File: src/design/change_flag_update_scheduler_macros.svh
// ----------------------------------------------------------------------------
// Change-flag update scheduler assertion macros
// Shared concurrent assertion forms used by the scheduler RTL.
// ----------------------------------------------------------------------------
`ifndef CHANGE_FLAG_UPDATE_SCHEDULER_MACROS_SVH
`define CHANGE_FLAG_UPDATE_SCHEDULER_MACROS_SVH

// Same-cycle implication, disabled during reset.
`define CFUS_ASSERT_NOW(lbl, ante, cons, msg) \
	lbl: assert property (@(posedge clk) disable iff (!arst_n) (ante) |-> (cons)) \
		else $error(msg);

// Next-cycle implication, disabled during reset.
`define CFUS_ASSERT_NEXT(lbl, ante, cons, msg) \
	lbl: assert property (@(posedge clk) disable iff (!arst_n) (ante) |=> (cons)) \
		else $error(msg);

`endif

File: src/design/cfus_pkg.sv
// ----------------------------------------------------------------------------
// Change-flag update scheduler package
// Shared types and fixed widths for the scheduler modules.
// ----------------------------------------------------------------------------
package cfus_pkg;

	// Widths wide enough for the largest supported item and slot counts.
	localparam int IDX_MAX_W = 5;
	localparam int PTR_MAX_W = 5;

	typedef struct packed {
		logic                 hit;
		logic [IDX_MAX_W-1:0] index;
		logic [PTR_MAX_W-1:0] next_ptr;
	} pick_t;

endpackage

File: src/design/cfus_ram.sv
// ----------------------------------------------------------------------------
// Generic single-port-write RAM
// One write port and one read port with a registered read.
// ----------------------------------------------------------------------------
module cfus_ram #(
	parameter int WIDTH = 40,
	parameter int DEPTH = 12
) (
	input  logic                     clk,
	input  logic                     we,
	input  logic [$clog2(DEPTH)-1:0] waddr,
	input  logic [WIDTH-1:0]         wdata,
	input  logic [$clog2(DEPTH)-1:0] raddr,
	output logic [WIDTH-1:0]         rdata
);

	logic [WIDTH-1:0] mem_q [DEPTH];

	always_ff @(posedge clk) begin
		if (we) begin
			mem_q[waddr] <= wdata;
		end
		rdata <= mem_q[raddr];
	end

endmodule

File: src/design/cfus_pick.sv
// ----------------------------------------------------------------------------
// Change-flag update scheduler grant logic
// Fixed-priority search over the priority items, then a search of the
// rotating slots at or after the slot pointer.
// ----------------------------------------------------------------------------
module cfus_pick #(
	parameter int PRIORITY_ITEMS = 3,
	parameter int ROTATING_SLOTS = 9
) (
	input  logic [PRIORITY_ITEMS+ROTATING_SLOTS-1:0] pending,
	input  logic [cfus_pkg::PTR_MAX_W-1:0]           ptr,
	output cfus_pkg::pick_t                          pick
);
	import cfus_pkg::*;

	logic                 prio_hit;
	logic [IDX_MAX_W-1:0] prio_idx;
	logic                 slot_hit;
	logic [PTR_MAX_W-1:0] slot_k;

	always_comb begin
		prio_hit = 1'b0;
		prio_idx = '0;
		for (int i = PRIORITY_ITEMS - 1; i >= 0; i--) begin
			if (pending[i]) begin
				prio_hit = 1'b1;
				prio_idx = IDX_MAX_W'(i);
			end
		end
	end

	// Lowest pending slot number that is not below the pointer.
	always_comb begin
		slot_hit = 1'b0;
		slot_k   = '0;
		for (int k = ROTATING_SLOTS; k >= 1; k--) begin
			if (pending[PRIORITY_ITEMS-1+k] && (PTR_MAX_W'(k) >= ptr)) begin
				slot_hit = 1'b1;
				slot_k   = PTR_MAX_W'(k);
			end
		end
	end

	always_comb begin
		if (prio_hit) begin
			pick.hit      = 1'b1;
			pick.index    = prio_idx;
			pick.next_ptr = ptr;
		end else if (slot_hit) begin
			pick.hit      = 1'b1;
			pick.index    = IDX_MAX_W'(PRIORITY_ITEMS - 1) + IDX_MAX_W'(slot_k);
			pick.next_ptr = slot_k + PTR_MAX_W'(1);
		end else begin
			pick.hit      = 1'b0;
			pick.index    = '0;
			pick.next_ptr = PTR_MAX_W'(1);
		end
	end

endmodule

File: src/design/change_flag_update_scheduler.sv
// ----------------------------------------------------------------------------
// Change-flag update scheduler
// Stores display values with pending flags and serves changed values to a
// poller, priority items first and then the rotating slots in turn.
// ----------------------------------------------------------------------------
//
//  Channel | Handshake           | Payload
//  --------+---------------------+-------------------------------------------
//  input   | in_valid / in_ready | func, item_index, new_value
//  output  | out_valid/out_ready | served, served_index, served_value
//
// For each request, the accept cycle issues the value memory read, and
// the following cycle consumes the registered read data. A new request
// is taken only once the request in flight has consumed its read data.
// After reset no memory entry is valid; an unwritten entry reads as zero.
// A poll is accepted only when the output register is free or drains in
// the same cycle, while updates are accepted regardless of a waiting result.
// ----------------------------------------------------------------------------
`include "change_flag_update_scheduler_macros.svh"

module change_flag_update_scheduler #(
	parameter int PRIORITY_ITEMS = 3,
	parameter int ROTATING_SLOTS = 9,
	parameter int VALUE_BITS     = 40
) (
	input  logic                                             clk,
	input  logic                                             arst_n,
	input  logic                                             in_valid,
	output logic                                             in_ready,
	input  logic                                             func,
	input  logic [$clog2(PRIORITY_ITEMS+ROTATING_SLOTS)-1:0] item_index,
	input  logic [VALUE_BITS-1:0]                            new_value,
	output logic                                             out_valid,
	input  logic                                             out_ready,
	output logic                                             served,
	output logic [$clog2(PRIORITY_ITEMS+ROTATING_SLOTS)-1:0] served_index,
	output logic [VALUE_BITS-1:0]                            served_value
);
	import cfus_pkg::*;

	localparam int TOTAL = PRIORITY_ITEMS + ROTATING_SLOTS;
	localparam int IDX_W = $clog2(TOTAL);
	localparam int PTR_W = $clog2(ROTATING_SLOTS + 2);

	// Control state: pending flags, per-entry written bits and slot pointer.
	logic [TOTAL-1:0] pending_q;
	logic [TOTAL-1:0] written_q;
	logic [PTR_W-1:0] ptr_q;

	// Second stage of the request in flight.
	logic                  v_s1;
	logic                  func_s1;
	logic                  hit_s1;
	logic [IDX_W-1:0]      idx_s1;
	logic [VALUE_BITS-1:0] val_s1;

	logic                  accept;
	logic                  poll_accept;
	pick_t                 pick;
	logic [IDX_W-1:0]      rd_addr;
	logic [VALUE_BITS-1:0] rd_data;
	logic [VALUE_BITS-1:0] cur_value;
	logic                  idx_in_range;
	logic                  upd_write;

	// A poll needs the output register to be free by the time its result is loaded.
	assign in_ready    = !v_s1 && (!func || !out_valid || out_ready);
	assign accept      = in_valid && in_ready;
	assign poll_accept = accept && func;

	cfus_pick #(
		.PRIORITY_ITEMS (PRIORITY_ITEMS),
		.ROTATING_SLOTS (ROTATING_SLOTS)
	) u_pick (
		.pending (pending_q),
		.ptr     (PTR_MAX_W'(ptr_q)),
		.pick    (pick)
	);

	assign rd_addr = func ? pick.index[IDX_W-1:0] : item_index;

	cfus_ram #(
		.WIDTH (VALUE_BITS),
		.DEPTH (TOTAL)
	) u_values (
		.clk   (clk),
		.we    (upd_write),
		.waddr (idx_s1),
		.wdata (val_s1),
		.raddr (rd_addr),
		.rdata (rd_data)
	);

	// An entry never written since reset reads as zero through the written bits.
	assign idx_in_range = ({1'b0, idx_s1} < (IDX_W + 1)'(TOTAL));
	assign cur_value    = (idx_in_range && written_q[idx_s1]) ? rd_data : '0;

	// An update stores only a changed value; only then is its flag raised.
	assign upd_write = v_s1 && !func_s1 && idx_in_range && (cur_value != val_s1);

	always_ff @(posedge clk or negedge arst_n) begin
		if (!arst_n) begin
			v_s1 <= 1'b0;
		end else begin
			v_s1 <= accept;
		end
	end

	always_ff @(posedge clk) begin
		if (accept) begin
			func_s1 <= func;
			hit_s1  <= pick.hit;
			idx_s1  <= rd_addr;
			val_s1  <= new_value;
		end
	end

	// The grant is decided in the accept cycle, so flags and pointer move
	// there; the update path sets its flag in the cycle after. The two never
	// overlap because only one request is in flight.
	always_ff @(posedge clk or negedge arst_n) begin
		if (!arst_n) begin
			pending_q <= '0;
			written_q <= '0;
			ptr_q     <= PTR_W'(1);
		end else begin
			if (poll_accept) begin
				ptr_q <= pick.next_ptr[PTR_W-1:0];
				if (pick.hit) begin
					pending_q[pick.index[IDX_W-1:0]] <= 1'b0;
				end
			end
			if (upd_write) begin
				pending_q[idx_s1] <= 1'b1;
				written_q[idx_s1] <= 1'b1;
			end
		end
	end

	// Output register: loaded by a poll from its second stage.
	always_ff @(posedge clk or negedge arst_n) begin
		if (!arst_n) begin
			out_valid <= 1'b0;
		end else if (v_s1 && func_s1) begin
			out_valid <= 1'b1;
		end else if (out_ready) begin
			out_valid <= 1'b0;
		end
	end

	always_ff @(posedge clk) begin
		if (v_s1 && func_s1) begin
			served       <= hit_s1;
			served_index <= hit_s1 ? idx_s1 : '0;
			served_value <= hit_s1 ? cur_value : '0;
		end
	end

	`CFUS_ASSERT_NOW(a_one_in_flight, v_s1, !in_ready, "request accepted while one is in flight")
	`CFUS_ASSERT_NEXT(a_poll_result, v_s1 && func_s1, out_valid, "poll produced no result")
	`CFUS_ASSERT_NOW(a_miss_zero, out_valid && !served,
		(served_index == '0) && (served_value == '0), "empty poll result not zero")
	`CFUS_ASSERT_NOW(a_ptr_range, 1'b1,
		(ptr_q >= PTR_W'(1)) && (ptr_q <= PTR_W'(ROTATING_SLOTS + 1)),
		"slot pointer out of range")
	`CFUS_ASSERT_NEXT(a_update_flag, upd_write, pending_q[$past(idx_s1)],
		"changed update left its flag clear")

endmodule
File: config.mk
export PLATFORM = sky130hd
export DESIGN_NAME = change_flag_update_scheduler
export DESIGN_NICKNAME = d
export VERILOG_FILES = /design/src/design/cfus_pkg.sv /design/src/design/cfus_ram.sv /design/src/design/cfus_pick.sv /design/src/design/change_flag_update_scheduler.sv
export VERILOG_INCLUDE_DIRS = /design/src /design/src/design
export SDC_FILE = /design/constraint.sdc
export NUM_CORES = 1
export LEC_CHECK = 0
export ABC_AREA = 0
export ABC_CLOCK_PERIOD_IN_PS = 7620
export BUFFER_PORTS_ARGS = -buffer_cell sky130_fd_sc_hd__buf_4
export CORE_ASPECT_RATIO = 0.8
export CORE_MARGIN = 8
export CORE_UTILIZATION = 40
export CTS_BUF_LIST = sky130_fd_sc_hd__clkbuf_4 sky130_fd_sc_hd__clkbuf_8 sky130_fd_sc_hd__clkbuf_16
export CTS_CLUSTER_DIAMETER = 50
export DETAILED_ROUTE_END_ITERATION = 10
export SYNTH_ARGS = -nofsm -noshare
export SYNTH_HDL_FRONTEND = slang
export SYNTH_HIERARCHICAL = 1
export SYNTH_SLANG_ARGS = --single-unit
File: constraint.sdc
create_clock -name clk -period 7.62 [get_ports clk]
set_clock_uncertainty 0.05 [all_clocks]
set_input_delay 1.143 -clock clk [delete_from_list [all_inputs] [get_ports clk]]
set_output_delay 1.143 -clock clk [all_outputs]
set_load 0.01 [all_outputs]
==> flow_summary_export.csv <==
group,metric,value,unit
status,status,"finished clean",
routing,drt-total-wl,58.8,mm
timing,fin_crit_sh,0.673,
final_layout,fin_nets,1487,
power,power.internal,7.08,mW
power,comb_power_share,0.230,
cts,numCtsBuffers,69,
floorplanning,chipHeight,239,um
worst_setup_path,cp_max_fo,25,
cts,cts-root-buf,"clkbuf_16",
global_routing,met2_usage,0.259,
logic_synthesis,synth_area_per_cell,19.1,sq um
cts,cts_resized,0,
cts,clk_pin_slew,60,ps
timing,tns,0,ps
power,p_leak,9.60,nW
final_layout,area_growth,15.9,%
final_layout,layout_common_cells,"edfxtp_1, buf_4, mux4_2, mux2i_1, clkbuf_16",
timing,worst_slew_pin_slew,1010,ps
flow_run,cap_violations,0,
routing,drc,0,
routing,dr.pass1.iters,7,
power,ir_drop,217,uV
worst_setup_path,cp-start-kind,"flip-flop",
worst_setup_path,reg2reg_from,"idx_s1[0]",
cts,hold_buffers,0,
place,place_inst,2205,
logic_synthesis,syn_inst,1302,
routing,drt_iter0_markers,1291,
cts,cts.sinks,641,
power,power.share.clock,0.321,
global_routing,grt-ovfl-total,0,
timing,max-slew-margin-rel,0.319,
floorplanning,rows,82,
timing,min_period,5130,ps
worst_setup_path,arrival,5310,ps
global_routing,antenna_found_initial,3,
global_routing,grtUsageTotal,0.166,
place,portBuffers,95,
routing,drt-vias-per-instance,5.50,
cts,cts.htree.levels,3,
routing,drt-wirelength-per-cell,25.2,um
timing,rsz0062_at_grt,"no",
cts,cts_tree,"built",
timing,slew_violations,0,
timing,setup_viol,0,
floorplanning,start_util,0.401,
floorplanning,die-area,70600,sq um
worst_setup_path,critical_path_class,"flip-flop to flip-flop",
global_routing,grtUsageMet1,0.233,
hold_path,min-delay-start,"hit_s1",
worst_setup_path,required,7810,ps
floorplanning,core-area,62100,sq um
cts,clockBufferDepth,3,
cts,clock_latency,600,ps
hold_path,worstHoldPathType,"flip-flop to flip-flop",
logic_synthesis,ys_warn_count,6,
place,dp_hpwl,35.3,mm
final_layout,final_layout_size_suffix_gt1_frac,0.277,
worst_setup_path,worst_setup_path_end_kind,"flip-flop",
timing,clock.fmax,195,MHz
floorplanning,die_x,295,um
global_routing,grt_pass1_wl,86.8,mm
power,pwr-share-seq,0.449,
floorplanning,io_pins,96,
global_routing,grt_start_max_net_pins,75,
final_layout,final_common_cell,"edfxtp_1",
worst_setup_path,startpoint,"idx_s1[0]",
final_layout,final_cells,2330,
power,power.density,348,nW/um^2
place,gp_congestion,0.830,
timing,hold_viol,0,
global_routing,grt_pass1_vias,13000,
global_routing,use_met3,0.0419,
logic_synthesis,mappedNetlistArea,24900,sq um
routing,ant_nets,0,
routing,vias,12800,
cts,cts_setup_buffers,0,
global_routing,top_usage_layer,"met2",
power,p_sw,2.97,mW
power,switching_share,0.295,
through the flow:
stage	utilization	total power [mW]	hold slack, ps	area, sq um	setup slack, ps
floorplan	-	6.19	383	24900	1430
global placement	0.430	6.88	395	26700	2580
detailed placement	0.430	6.90	400	26700	2490
CTS	0.465	10.1	394	28900	2460
global route	0.465	10.5	418	28900	2180
finish	0.465	10.0	413	28900	2490
metal layers:
layer,vias up,part of all wire
met5,-,0
li1,5616,-
met2,421,0.46
met4,0,0.019
met1,6690,0.44
met3,89,0.073
critical path, cell delays in order (launching register included):
cell      delay [ps]
edfxtp_1         690
mux4_2           590
a21boi_2         230
a21o_1           560
a21oi_1           80
o22ai_1          340
nor4_4            70
nand4_4          280
and2_1           230
or3b_2           580
nor2_4           500
buf_4            500
registers in the layout, summed over array words and instances (netlist names):
register	cells
served_index	4
pending_q	12
written_q	12
u_values/mem_q	480
hit_s1	1
served	1
val_s1	40
out_valid	1
idx_s1	4
v_s1	1
func_s1	1
served_value	40
ptr_q	4
u_values/rdata	40
final timing paths:
kind	slack, ps	cells past startpoint	end
max	2490	11	u_values/mem_q[3][7]
min	410	0	served
max reg2reg	2490	11	u_values/mem_q[3][7]
min reg2reg	410	0	served
max in group asynchronous	6780	1	ptr_q[0]
min in group asynchronous	420	1	ptr_q[3]
power groups by stage:
stage	clock [mW]	combinational (mW)	sequential, mW
after floorplan	0	1.81	4.37
after global placement	0	2.32	4.56
after detailed placement	0	2.33	4.58
after CTS	3.30	2.34	4.50
after global routing	3.44	2.49	4.54
final	3.22	2.31	4.51
cell type report:
class | count | area [sq um]
diodes | 3 | 7.51
repair buffers | 120 | 913
inverters | 6 | 22.5
flip-flops and latches | 641 | 18700
multi-input cells | 598 | 5980
clock inverters | 34 | 270
fillers | 5179 | 33200
well taps | 840 | 1050
clock buffers | 88 | 1930
Power figures use the tool's default switching activity.
